$ cat src/rtl/scl_pkg.sv
// Shared types, constants and helper functions of the serial command line decoder.
// Used by scl_line_buf, scl_cmd_decode and serial_command_line_decoder.
// No dependencies.
`default_nettype none

package scl_pkg;

    // Line buffer geometry
    localparam int LINE_DEPTH = 10;
    localparam int COUNT_W    = $clog2(LINE_DEPTH + 1);
    localparam int VIEW_LEN   = 5;
    localparam int ARG_FIRST  = 2;
    localparam int ARG_LAST   = 4;
    localparam int NUM_DUTY   = 5;

    typedef logic [7:0] char_t;

    // Status codes reported with each result
    localparam logic [3:0] ST_NONE     = 4'd0;
    localparam logic [3:0] ST_SET_A    = 4'd1;
    localparam logic [3:0] ST_SET_B    = 4'd2;
    localparam logic [3:0] ST_SET_C    = 4'd3;
    localparam logic [3:0] ST_SET_D    = 4'd4;
    localparam logic [3:0] ST_SET_E    = 4'd5;
    localparam logic [3:0] ST_REPORT   = 4'd6;
    localparam logic [3:0] ST_LAMP_ON  = 4'd7;
    localparam logic [3:0] ST_LAMP_OFF = 4'd8;
    localparam logic [3:0] ST_CLEAR    = 4'd9;
    localparam logic [3:0] ST_FULL     = 4'd10;
    localparam logic [3:0] ST_HALF     = 4'd11;
    localparam logic [3:0] ST_WRONG    = 4'd12;

    // Wave regeneration request codes
    localparam logic [1:0] RL_NONE = 2'd0;
    localparam logic [1:0] RL_FULL = 2'd1;
    localparam logic [1:0] RL_HALF = 2'd2;

    // Characters with a special meaning
    localparam char_t CH_TAB   = 8'h09;
    localparam char_t CH_LF    = 8'h0A;
    localparam char_t CH_CR    = 8'h0D;
    localparam char_t CH_SPACE = 8'h20;
    localparam char_t CH_PLUS  = 8'h2B;
    localparam char_t CH_MINUS = 8'h2D;
    localparam char_t CH_ZERO  = 8'h30;
    localparam char_t CH_NINE  = 8'h39;

    // First positions of the line as seen after the current character is stored
    typedef struct packed {
        char_t [VIEW_LEN-1:0] chars;
        logic  [VIEW_LEN-1:0] present;
    } line_view_t;

    // Outcome of decoding one character
    typedef struct packed {
        logic       line_done;
        logic       accepted;
        logic [3:0] status;
        char_t      number;
    } cmd_result_t;

    function automatic logic is_blank(input char_t c);
        return (c == CH_SPACE) || ((c >= CH_TAB) && (c <= CH_CR));
    endfunction

    function automatic logic is_digit(input char_t c);
        return (c >= CH_ZERO) && (c <= CH_NINE);
    endfunction

    // Reads positions two to four like atoi: blanks, an optional sign, digits.
    // The value wraps modulo 256, which 8-bit arithmetic gives directly.
    function automatic char_t parse_number(input line_view_t v);
        char_t acc;
        char_t c;
        logic  neg;
        logic  in_num;
        logic  stop;
        acc    = '0;
        neg    = 1'b0;
        in_num = 1'b0;
        stop   = 1'b0;
        for (int i = ARG_FIRST; i <= ARG_LAST; i++)
        begin
            c = v.chars[i];
            if (!stop)
            begin
                if (!v.present[i])
                begin
                    stop = 1'b1;
                end
                else if (!in_num)
                begin
                    if (c == CH_PLUS || c == CH_MINUS)
                    begin
                        neg    = (c == CH_MINUS);
                        in_num = 1'b1;
                    end
                    else if (is_digit(c))
                    begin
                        acc    = c - CH_ZERO;
                        in_num = 1'b1;
                    end
                    else if (!is_blank(c))
                    begin
                        stop = 1'b1;
                    end
                end
                else if (is_digit(c))
                begin
                    acc = acc * 8'd10 + (c - CH_ZERO);
                end
                else
                begin
                    stop = 1'b1;
                end
            end
        end
        return neg ? (8'd0 - acc) : acc;
    endfunction

    // Maps the two command letters to a status code.
    function automatic logic [3:0] lookup_cmd(input char_t c0, input char_t c1);
        logic [3:0] st;
        case ({c0, c1})
            "AT":    st = ST_SET_A;
            "BT":    st = ST_SET_B;
            "CT":    st = ST_SET_C;
            "DT":    st = ST_SET_D;
            "ET":    st = ST_SET_E;
            "OC":    st = ST_REPORT;
            "L1":    st = ST_LAMP_ON;
            "L0":    st = ST_LAMP_OFF;
            "CR":    st = ST_CLEAR;
            "DA":    st = ST_FULL;
            "HA":    st = ST_HALF;
            default: st = ST_WRONG;
        endcase
        return st;
    endfunction

endpackage

`default_nettype wire

$ cat src/rtl/scl_line_buf.sv
// Line buffer of the serial command line decoder: stored characters and fill count.
// Presents the first line positions as they stand once the current character is stored.
// Depends on scl_pkg.
`default_nettype none

module scl_line_buf (
    input  wire logic               clk,
    input  wire logic               rst_n,
    input  wire logic               write_en,
    input  wire scl_pkg::char_t     rx_char,
    input  wire logic               line_end,
    output scl_pkg::line_view_t     view
);
    import scl_pkg::*;

    logic [COUNT_W-1:0] count_reg;
    logic [COUNT_W-1:0] count_next;
    logic [COUNT_W-1:0] count_after;
    char_t              line_reg [LINE_DEPTH];
    logic               has_room;

    // Characters beyond the depth are dropped.
    assign has_room    = (count_reg < COUNT_W'(LINE_DEPTH));
    assign count_after = has_room ? (count_reg + COUNT_W'(1)) : count_reg;

    // View of the leading positions with the current character merged in.
    always_comb
    begin
        for (int i = 0; i < VIEW_LEN; i++)
        begin
            view.chars[i]   = (has_room && (count_reg == COUNT_W'(i))) ? rx_char : line_reg[i];
            view.present[i] = (COUNT_W'(i) < count_after);
        end
    end

    // A line end returns the count to zero.
    always_comb
    begin
        count_next = count_reg;
        if (write_en)
        begin
            count_next = line_end ? '0 : count_after;
        end
    end

    always_ff @(posedge clk or negedge rst_n)
    begin
        if (!rst_n)
        begin
            count_reg <= '0;
        end
        else
        begin
            count_reg <= count_next;
        end
    end

    // Character storage; each entry is written only at its own position.
    always_ff @(posedge clk)
    begin
        for (int i = 0; i < LINE_DEPTH; i++)
        begin
            if (write_en && has_room && (count_reg == COUNT_W'(i)))
            begin
                line_reg[i] <= rx_char;
            end
        end
    end

endmodule

`default_nettype wire

$ cat src/rtl/scl_cmd_decode.sv
// Command decoder of the serial command line decoder: line end detection,
// command lookup and argument parsing for one character.
// Depends on scl_pkg.
`default_nettype none

module scl_cmd_decode (
    input  wire scl_pkg::char_t      rx_char,
    input  wire scl_pkg::line_view_t view,
    output scl_pkg::cmd_result_t     result
);
    import scl_pkg::*;

    logic       line_end;
    logic [3:0] cmd_status;

    assign line_end = (rx_char == CH_CR) || (rx_char == CH_LF);

    // A command needs both letters to be present in the line.
    assign cmd_status = view.present[1] ? lookup_cmd(view.chars[0], view.chars[1]) : ST_WRONG;

    always_comb
    begin
        result.line_done = line_end;
        result.accepted  = line_end && (cmd_status != ST_WRONG);
        result.status    = line_end ? cmd_status : ST_NONE;
        result.number    = parse_number(view);
    end

endmodule

`default_nettype wire

$ cat src/rtl/serial_command_line_decoder.sv
// Serial command line decoder, top level.
// Takes one received character per transfer on the s_ channel and returns one
// result per character on the m_ channel: the echoed character, the command
// status, and the duty, lamp and wave state after that character.
// A CR or LF character ends the line; its result carries m_tlast high and the
// status of the command spelled by the first two characters of the line.
// A character accepted on the s_ channel is registered at the input, then decoded
// and applied as it is written into the result register, which presents its result.
// Throughput: one character per cycle while the receiver takes results, set by the
// single decode-and-update pass between the input register and the result register.
// When the receiver stalls, the result register holds its transfer and the input
// register still takes one more character; s_tready drops only once both are full.
// Reset clears the line count, all duties, the lamp and the wave level, and
// empties both registers.
// Depends on scl_pkg, scl_line_buf and scl_cmd_decode.
`default_nettype none

module serial_command_line_decoder (
    input  wire logic        clk,
    input  wire logic        rst_n,
    input  wire logic        s_tvalid,
    output logic             s_tready,
    input  wire logic [7:0]  s_tdata,  // [7:0] rx_byte
    output logic             m_tvalid,
    input  wire logic        m_tready,
    // [7:0] echo_byte, [8] accepted, [12:9] status_code, [20:13] duty_a,
    // [28:21] duty_b, [36:29] duty_c, [44:37] duty_d, [52:45] duty_e,
    // [53] led_on, [61:54] wave_level, [63:62] wave_reload
    output logic [63:0]      m_tdata,
    output logic             m_tlast   // line_done
);
    import scl_pkg::*;

    logic        in_valid_reg;
    char_t       in_char_reg;
    logic        m_tvalid_reg;
    logic [63:0] m_tdata_reg;
    logic        m_tlast_reg;
    logic [63:0] out_word_next;
    logic        exec_ready;
    logic        process;

    char_t       duty_reg  [NUM_DUTY];
    char_t       duty_next [NUM_DUTY];
    logic        lamp_reg;
    logic        lamp_next;
    char_t       level_reg;
    char_t       level_next;
    logic [1:0]  reload_next;

    line_view_t  view;
    cmd_result_t cmd;

    // Handshake: the result register frees the update stage, which frees the input register.
    assign exec_ready = !m_tvalid_reg || m_tready;
    assign process    = in_valid_reg && exec_ready;
    assign s_tready   = !in_valid_reg || exec_ready;
    assign m_tvalid   = m_tvalid_reg;
    assign m_tdata    = m_tdata_reg;
    assign m_tlast    = m_tlast_reg;

    // Input register
    always_ff @(posedge clk or negedge rst_n)
    begin
        if (!rst_n)
        begin
            in_valid_reg <= 1'b0;
        end
        else if (s_tready)
        begin
            in_valid_reg <= s_tvalid;
        end
    end

    always_ff @(posedge clk)
    begin
        if (s_tvalid && s_tready)
        begin
            in_char_reg <= s_tdata;
        end
    end

    scl_line_buf u_line_buf (
        .clk      (clk),
        .rst_n    (rst_n),
        .write_en (process),
        .rx_char  (in_char_reg),
        .line_end (cmd.line_done),
        .view     (view)
    );

    scl_cmd_decode u_cmd_decode (
        .rx_char (in_char_reg),
        .view    (view),
        .result  (cmd)
    );

    // Command execution on the duty, lamp and wave state.
    always_comb
    begin
        for (int i = 0; i < NUM_DUTY; i++)
        begin
            duty_next[i] = duty_reg[i];
        end
        lamp_next   = lamp_reg;
        level_next  = level_reg;
        reload_next = RL_NONE;
        case (cmd.status)
            ST_SET_A:    duty_next[0] = cmd.number;
            ST_SET_B:    duty_next[1] = cmd.number;
            ST_SET_C:    duty_next[2] = cmd.number;
            ST_SET_D:    duty_next[3] = cmd.number;
            ST_SET_E:    duty_next[4] = cmd.number;
            ST_LAMP_ON:  lamp_next = 1'b1;
            ST_LAMP_OFF: lamp_next = 1'b0;
            ST_CLEAR:
            begin
                for (int i = 0; i < NUM_DUTY; i++)
                begin
                    duty_next[i] = '0;
                end
            end
            ST_FULL:
            begin
                level_next  = cmd.number;
                reload_next = RL_FULL;
            end
            ST_HALF:
            begin
                level_next  = cmd.number;
                reload_next = RL_HALF;
            end
            default:
            begin
                lamp_next = lamp_reg;
            end
        endcase
    end

    always_ff @(posedge clk or negedge rst_n)
    begin
        if (!rst_n)
        begin
            for (int i = 0; i < NUM_DUTY; i++)
            begin
                duty_reg[i] <= '0;
            end
            lamp_reg  <= 1'b0;
            level_reg <= '0;
        end
        else if (process)
        begin
            for (int i = 0; i < NUM_DUTY; i++)
            begin
                duty_reg[i] <= duty_next[i];
            end
            lamp_reg  <= lamp_next;
            level_reg <= level_next;
        end
    end

    // Result word, highest field first.
    assign out_word_next = {reload_next, level_next, lamp_next,
                            duty_next[4], duty_next[3], duty_next[2], duty_next[1], duty_next[0],
                            cmd.status, cmd.accepted, in_char_reg};

    // Result register
    always_ff @(posedge clk or negedge rst_n)
    begin
        if (!rst_n)
        begin
            m_tvalid_reg <= 1'b0;
        end
        else if (exec_ready)
        begin
            m_tvalid_reg <= in_valid_reg;
        end
    end

    always_ff @(posedge clk)
    begin
        if (process)
        begin
            m_tdata_reg <= out_word_next;
            m_tlast_reg <= cmd.line_done;
        end
    end

`ifndef ASSERT_OFF
    // Every ended line reports a status, and only ended lines do.
    a_status_on_line_end: assert property (@(posedge clk) disable iff (!rst_n)
        m_tvalid_reg |-> (m_tlast_reg == (m_tdata_reg[12:9] != ST_NONE)))
        else $error("status does not agree with line end");

    // An accepted command is always a line end with a known status.
    a_accept_needs_end: assert property (@(posedge clk) disable iff (!rst_n)
        (m_tvalid_reg && m_tdata_reg[8]) |-> (m_tlast_reg && m_tdata_reg[12:9] != ST_WRONG))
        else $error("accepted without a known command");

    // A wave request comes only with a full or half wave command.
    a_reload_cmd: assert property (@(posedge clk) disable iff (!rst_n)
        (m_tvalid_reg && m_tdata_reg[63:62] != RL_NONE) |->
        (m_tdata_reg[12:9] == ST_FULL || m_tdata_reg[12:9] == ST_HALF))
        else $error("wave request without a wave command");

    // State moves only when a character is processed.
    a_state_hold: assert property (@(posedge clk) disable iff (!rst_n)
        !process |=> ($stable(lamp_reg) && $stable(level_reg)))
        else $error("state changed without a processed character");
`endif

endmodule

`default_nettype wire
$ cat config.mk
export PLATFORM = sky130hd
export DESIGN_NAME = serial_command_line_decoder
export DESIGN_NICKNAME = d
export VERILOG_FILES = /design/src/rtl/scl_pkg.sv /design/src/rtl/scl_line_buf.sv /design/src/rtl/scl_cmd_decode.sv /design/src/rtl/serial_command_line_decoder.sv
export SDC_FILE = /design/constraint.sdc
export NUM_CORES = 1
export LEC_CHECK = 0
export ABC_CLOCK_PERIOD_IN_PS = 16129
export BUFFER_PORTS_ARGS = -buffer_cell sky130_fd_sc_hd__buf_2
export CAP_MARGIN = 20
export CELL_PAD_IN_SITES_DETAIL_PLACEMENT = 0
export CELL_PAD_IN_SITES_GLOBAL_PLACEMENT = 1
export CORE_AREA = 2 2 152 265
export DETAILED_ROUTE_END_ITERATION = 8
export DIE_AREA = 0 0 154 267
export PLACE_DENSITY = 0.45
export SYNTH_ARGS = -nofsm -noshare
export SYNTH_HDL_FRONTEND = slang
export SYNTH_SLANG_ARGS = --single-unit
$ cat constraint.sdc
create_clock -name clk -period 16.13 [get_ports clk]
set_input_delay 1.613 -clock clk [delete_from_list [all_inputs] [get_ports clk]]
set_output_delay 1.613 -clock clk [all_outputs]
set_load 0.05 [all_outputs]
# After elaboration in Yosys (flattened, before gate mapping)
# Memory sizes are Yosys's and may differ from the RTL's.
# Cells that the tools add are included.
[classes]
n_addsub = 7
n_shift = 0
bitwise = 0
magnitude_cmp = 15
div = 0
eq_ne = 41
mux = 110
mul = 2
reduce_logical = 45
[op_table]
columns = ["operator", "count"]
rows = [
  ["8-bit two-way mux", 31],
  ["16-bit by 15-bit equality test with 1-bit output (second input constant)", 11],
  ["8-bit case mux with 2 select lines", 5],
  ["8-bit OR reduction", 9],
  ["8-bit by 6-bit equality test with 1-bit output (second input constant)", 8],
  ["1-bit two-way mux", 58],
  ["4-bit two-way mux", 13],
  ["4-bit case mux with 11 select lines", 1],
  ["4-bit by 3-bit equality test with 1-bit output (second input constant)", 7],
  ["4-bit equality test (second input constant)", 6],
  ["8-bit by 6-bit >= comparator with 1-bit output (second input constant)", 3],
  ["8-bit by 6-bit less-or-equal comparator with 1-bit output (second input constant)", 3],
  ["1-bit logical AND", 24],
  ["8-bit by 6-bit subtractor with 8-bit output (second input constant)", 3],
  ["8-bit adder", 2],
  ["4-bit by 2-bit equality test with 1-bit output (second input constant)", 4],
  ["8-bit by 4-bit equality test with 1-bit output (second input constant)", 2],
  ["8-bit by 4-bit >= comparator with 1-bit output (second input constant)", 2],
  ["8-bit by 4-bit less-or-equal comparator with 1-bit output (second input constant)", 2],
  ["8-bit by 3-bit multiplier with 7-bit output (second input constant)", 2],
  ["4-bit by 1-bit equality test with 1-bit output (second input constant)", 2],
  ["1-bit logical OR", 8],
  ["2-bit by 4-bit less-than comparator with 1-bit output (first input constant)", 2],
  ["1-bit by 8-bit subtractor with 8-bit output (first input constant)", 1],
  ["other kinds (10)", 11],
]
[word_totals]
elab_cells = 234
output_inout_bits = 67
mem_bits_ro = 0
latch_bits = 0
memories = 1
in_bits = 12
reg_bits = 128
mem_bits_rw = 80
[memory_table]
columns = ["memory", "words", "width", "rd", "rd_clocked_by_memory_dff", "write_ports", "line", "source"]
rows = [
  ["u_line_buf.line_reg", 10, 8, 5, 0, 1, "scl_line_buf.sv:19", "char_t line_reg [LINE_DEPTH];"],
]

# Logic depth before layout (Yosys ltp)
[depth]
ltp_word = 23
depth_mapped = 37
depth_no_buf = 34

# Hierarchy
# A second synthesis with hierarchy kept.
[hier_totals]
cells_unflattened = 715
area_unflattened_um2 = 9283.9
[by_module_without_submodules]
columns = ["mod", "n_inst", "seq_area_each_um2", "area_each_um2", "cells_each"]
rows = [
  ["serial_command_line_decoder", 1, 3468.3, 4849.7, 291],
  ["scl_line_buf", 1, 1301.2, 2263.4, 135],
  ["scl_cmd_decode", 1, 0.0, 2170.8, 289],
]

# Worst setup path before layout
# No wires, ideal clock.
[synth_path]
path_kind = "reg2reg"
from = "reg u_line_buf.count_reg[0]"
to = "reg m_tdata_reg[20] (netlist: m_tdata[20]) (data pin)"
path_buffers = 3
path_slack_ns = 8.658
arrival_time_ns = 7.208
period_less_slack_ns = 7.472
stages_incl_launch_ff = 38
required_time_ns = 15.866
setup_time_ns = 0.264
path_cell_list = "dfrtp_1 > inv_1 > ha_1 > or3b_1 > clkbuf_1 > buf_2 > mux2i_1 > inv_2 > ha_1 > nand4_1 > nand2_1 > nand2_1 > nor2_1 > ha_1 > ha_1 > ha_1 > nand3b_1 > mux2i_1 > [... 2 more ...] > o221a_4 > inv_1 > ha_1 > fa_1 > ha_1 > o21a_1 > o31ai_1 > a21oi_1 > xnor2_1 > nand3_1 > o21a_1 > nand3_1 > a21oi_1 > or2_1 > nor2_1 > xnor2_2 > buf_6 > o21ai_2"
[synth_rtl]
columns = ["element", "line", "source"]
rows = [
  ["from (decl)", "scl_line_buf.sv:16", "logic [COUNT_W-1:0] count_reg;"],
  ["from (signal assigned)", "scl_line_buf.sv:54", "count_reg <= count_next;"],
  ["to (signal assigned)", "serial_command_line_decoder.sv:184", "m_tdata_reg <= out_word_next;"],
  ["to (decl)", "serial_command_line_decoder.sv:37", "logic [63:0] m_tdata_reg;"],
]

==> load_flow_metrics.sql <==
INSERT INTO impl_metrics (metric_group, metric, value, unit) VALUES
('logic_synthesis', 'ys_top_cells_by_area', 'sky130_fd_sc_hd__edfxtp_1, sky130_fd_sc_hd__dfrtp_1, sky130_fd_sc_hd__ha_1', ''),
('placement', 'dp.cells', '1466', ''),
('finish', 'largest_register_ffs', '64', ''),
('clock_network', 'post-cts-setup-buffers', '0', ''),
('finish', 'num-nets-final', '1051', ''),
('floorplan', 'initial_core_util', '24.6', '%'),
('floorplan', 'rows', '96', ''),
('timing', 'total_negative_setup_slacks', '0', 'ns'),
('pwr', 'p_int', '0.707', 'mW'),
('logic_synthesis', 'post_synth_most_frequent_cells', 'sky130_fd_sc_hd__nand2_1, sky130_fd_sc_hd__edfxtp_1, sky130_fd_sc_hd__nand3_1', ''),
('worst_setup_path', 'timing.critical_path.mode_cell', 'sky130_fd_sc_hd__ha_1', ''),
('worst_setup_path', 'path_delay_family', 'adder cells', ''),
('worst_setup_path', 'endpoint_kind', 'register', ''),
('worst_setup_path', 'critical_path_required', '16.30', 'ns'),
('worst_setup_path', 'critical_path_arrival', '8.86', 'ns'),
('pwr', 'ir_worst_vdd', '0.0665', 'mV'),
('worst_setup_path', 'critical-path-max-stage-delay', '0.80', 'ns'),
('global_route', 'grt_start_max_net_pins', '56', ''),
('pwr', 'power.switching', '0.297', 'mW'),
('global_route', 'grt_pass1_vias', '7505', ''),
('clock_network', 'clockRootBuffer', 'sky130_fd_sc_hd__clkbuf_16', ''),
('pwr', 'pwr-share-clk', '40.5', '%'),
('floorplan', 'die_width', '154', 'um'),
('timing', 'finalWorstPathRequiredPeriod', '8.68', 'ns'),
('clock_network', 'cts_num_sinks', '168', ''),
('placement', 'dp_slack', '7.42', 'ns'),
('logic_synthesis', 'synth_edf_count', '113', ''),
('clock_network', 'tritoncts.num_buffers', '17', ''),
('timing', 'max_slew_margin', '33.9', '%'),
('logic_synthesis', 'synth_area_leader_cell', 'sky130_fd_sc_hd__edfxtp_1', ''),
('finish', 'antenna_cells_inserted', '0', ''),
('logic_synthesis', 'synth_seq_area_share', '49.8', '%'),
('clock_network', 'cts.reportedPaths.clkPinSlew', '0.07', 'ns'),
('worst_setup_path', 'timing.critical_path.from_type', 'register', ''),
('hold_path', 'holdCritPathClass', 'register to register', ''),
('logic_synthesis', 'yosys.cell_count.top_type', 'sky130_fd_sc_hd__nand2_1', ''),
('logic_synthesis', 'ys_dominant_reg_cell', 'sky130_fd_sc_hd__edfxtp_1', ''),
('global_route', 'grt_first_pass_wirelength', '45900', 'um'),
('route', 'number_of_vias_after_detailed_routing', '7260', ''),
('outcome', 'outcome', 'completed', ''),
('clock_network', 'htreeDepth', '4', ''),
('route', 'avgRoutedWirePerCell', '19.9', 'um'),
('worst_setup_path', 'timing.critical_path.buf_inv', '3', ''),
('clock_network', 'clkLatencyLatePin', '0.45', 'ns'),
('clock_network', 'tritoncts', 'yes', ''),
('floorplan', 'fp.dieArea', '0.0411', 'mm^2'),
('floorplan', 'fp.coreArea', '0.0390', 'mm^2'),
('worst_setup_path', 'timing.critical_path.slowest_stage_cell', 'sky130_fd_sc_hd__xnor2_2', ''),
('placement', 'io_buffers', '78', ''),
('route', 'drc', '0', ''),
('timing', 'slew_worst_pin', '0.989', 'ns'),
('route', 'first_iter_violations', '258', ''),
('timing', 'worst_slack', '7.45', 'ns'),
('finish', 'final_core_utilization', '28.5', '%'),
('logic_synthesis', 'postSynth.asyncResetShare', '32.7', '%'),
('logic_synthesis', 'yosys_register_bits', '168', ''),
('logic_synthesis', 'synth_top_area_share', '35.4', '%'),
('timing', 'final_hold_violation_count', '0', ''),
('timing', 'rsz0062_at_grt', 'no', ''),
('timing', 'layout_worst_path_cycle_share', '53.8', '%'),
('finish', 'area_delta_synth_final', '16.1', '%'),
('timing', 'final-max-slew-violation-count', '0', ''),
('pwr', 'share_seq_of_total_power', '48.8', '%'),
('timing', 'worst_hold_slack', '0.479', 'ns'),
('job', 'maxCapViolations', '0', ''),
('worst_setup_path', 'timing_worst_setup_path_type', 'register to register', ''),
('route', 'vias_per_cell', '4.85', ''),
('clock_network', 'cts-hold-fix-buffers', '0', ''),
('pwr', 'share_comb_of_total_power', '10.7', '%'),
('logic_synthesis', 'synth_cell_type_count', '86', ''),
('placement', 'globalplace.congestion', '0.810', '');
-- layer usage --
metal	GRT usage [%]	routed length (um)
met1	15.5	11200
met2	29.7	17200
met3	1.95	535
met4	5.91	857
met5	0	0
-- through the flow --
step	area, um^2	power, mW
floorplan	9590	0.574
global placement	10600	0.610
detailed placement	10600	0.610
CTS	11100	1.02
global route	11100	1.05
finish	11100	1.00
-- tightest hold or removal path, cell delays in order (launching register included) --
cell,delay (ns)
sky130_fd_sc_hd__dfrtp_1,0.35
sky130_fd_sc_hd__nand2_1,0.05
sky130_fd_sc_hd__nand2_1,0.05
-- placed cells by master, fill, tap and decap left out, types with 9 or more instances in the layout --
cell,n
sky130_fd_sc_hd__a31oi_1,9
sky130_fd_sc_hd__nor2_1,51
sky130_fd_sc_hd__nand2b_1,13
sky130_fd_sc_hd__clkbuf_16,17
sky130_fd_sc_hd__dfrtp_1,55
sky130_fd_sc_hd__mux2i_1,35
sky130_fd_sc_hd__buf_4,20
sky130_fd_sc_hd__edfxtp_1,113
sky130_fd_sc_hd__inv_1,22
sky130_fd_sc_hd__o21ai_2,11
sky130_fd_sc_hd__mux2_2,12
sky130_fd_sc_hd__o21ai_1,52
sky130_fd_sc_hd__o21ai_0,46
sky130_fd_sc_hd__xnor2_1,17
sky130_fd_sc_hd__and2_1,12
sky130_fd_sc_hd__nand2_1,124
sky130_fd_sc_hd__nor3_1,11
sky130_fd_sc_hd__nand4_1,15
sky130_fd_sc_hd__a21oi_1,27
sky130_fd_sc_hd__xor2_1,12
sky130_fd_sc_hd__buf_2,78
sky130_fd_sc_hd__nand3_1,58
sky130_fd_sc_hd__ha_1,41
-- cell families (layout without fill, tap and decap cells) --
logic type,after synthesis,after routing,share of synthesized area [%]
adders and majority gates,45,45,6.10
xor gates and xnor gates,30,30,2.82
DFF,168,168,49.8
buffers and inverters,69,156,3.01
AOI/OAI and AO/OA,216,216,15.0
and+or+nand+nor,346,346,18.2
muxes,47,47,5.06
-- worst paths after layout --
kind	startpoint	endpoint	slack [ns]	cells after the start
min in group asynchronous	rst_n	m_tvalid	1.31	2
hold reg to reg	duty_reg[8]	duty_reg[8]	0.48	2
setup / recovery	u_line_buf.count_reg[0]	m_tdata[44]	7.45	34
setup reg to reg	u_line_buf.count_reg[0]	m_tdata[44]	7.45	34
hold / removal	duty_reg[8]	duty_reg[8]	0.48	2
max in group asynchronous	rst_n	level_reg[6]	14.23	2
-- area by class of cell --
type                    instances  area [um^2]
repair buffers                 98          541
inverters                      26         98.8
well taps                     490          613
clock inverters                15          154
flip-flops and latches        168         4770
fillers                      4101        27900
clock buffers                  17          425
multi-input cells             684         4530
-- power groups by stage --
stage	Combinational [mW]	Clock, mW	Sequential, mW
2_1_floorplan	0.0396	0	0.534
3_3_place_gp	0.110	0	0.500
3_5_place_dp	0.110	0	0.500
4_1_cts	0.110	0.422	0.491
5_1_grt	0.116	0.438	0.493
6_report	0.108	0.407	0.491
No activity file was read; power rests on OpenSTA's default activity.
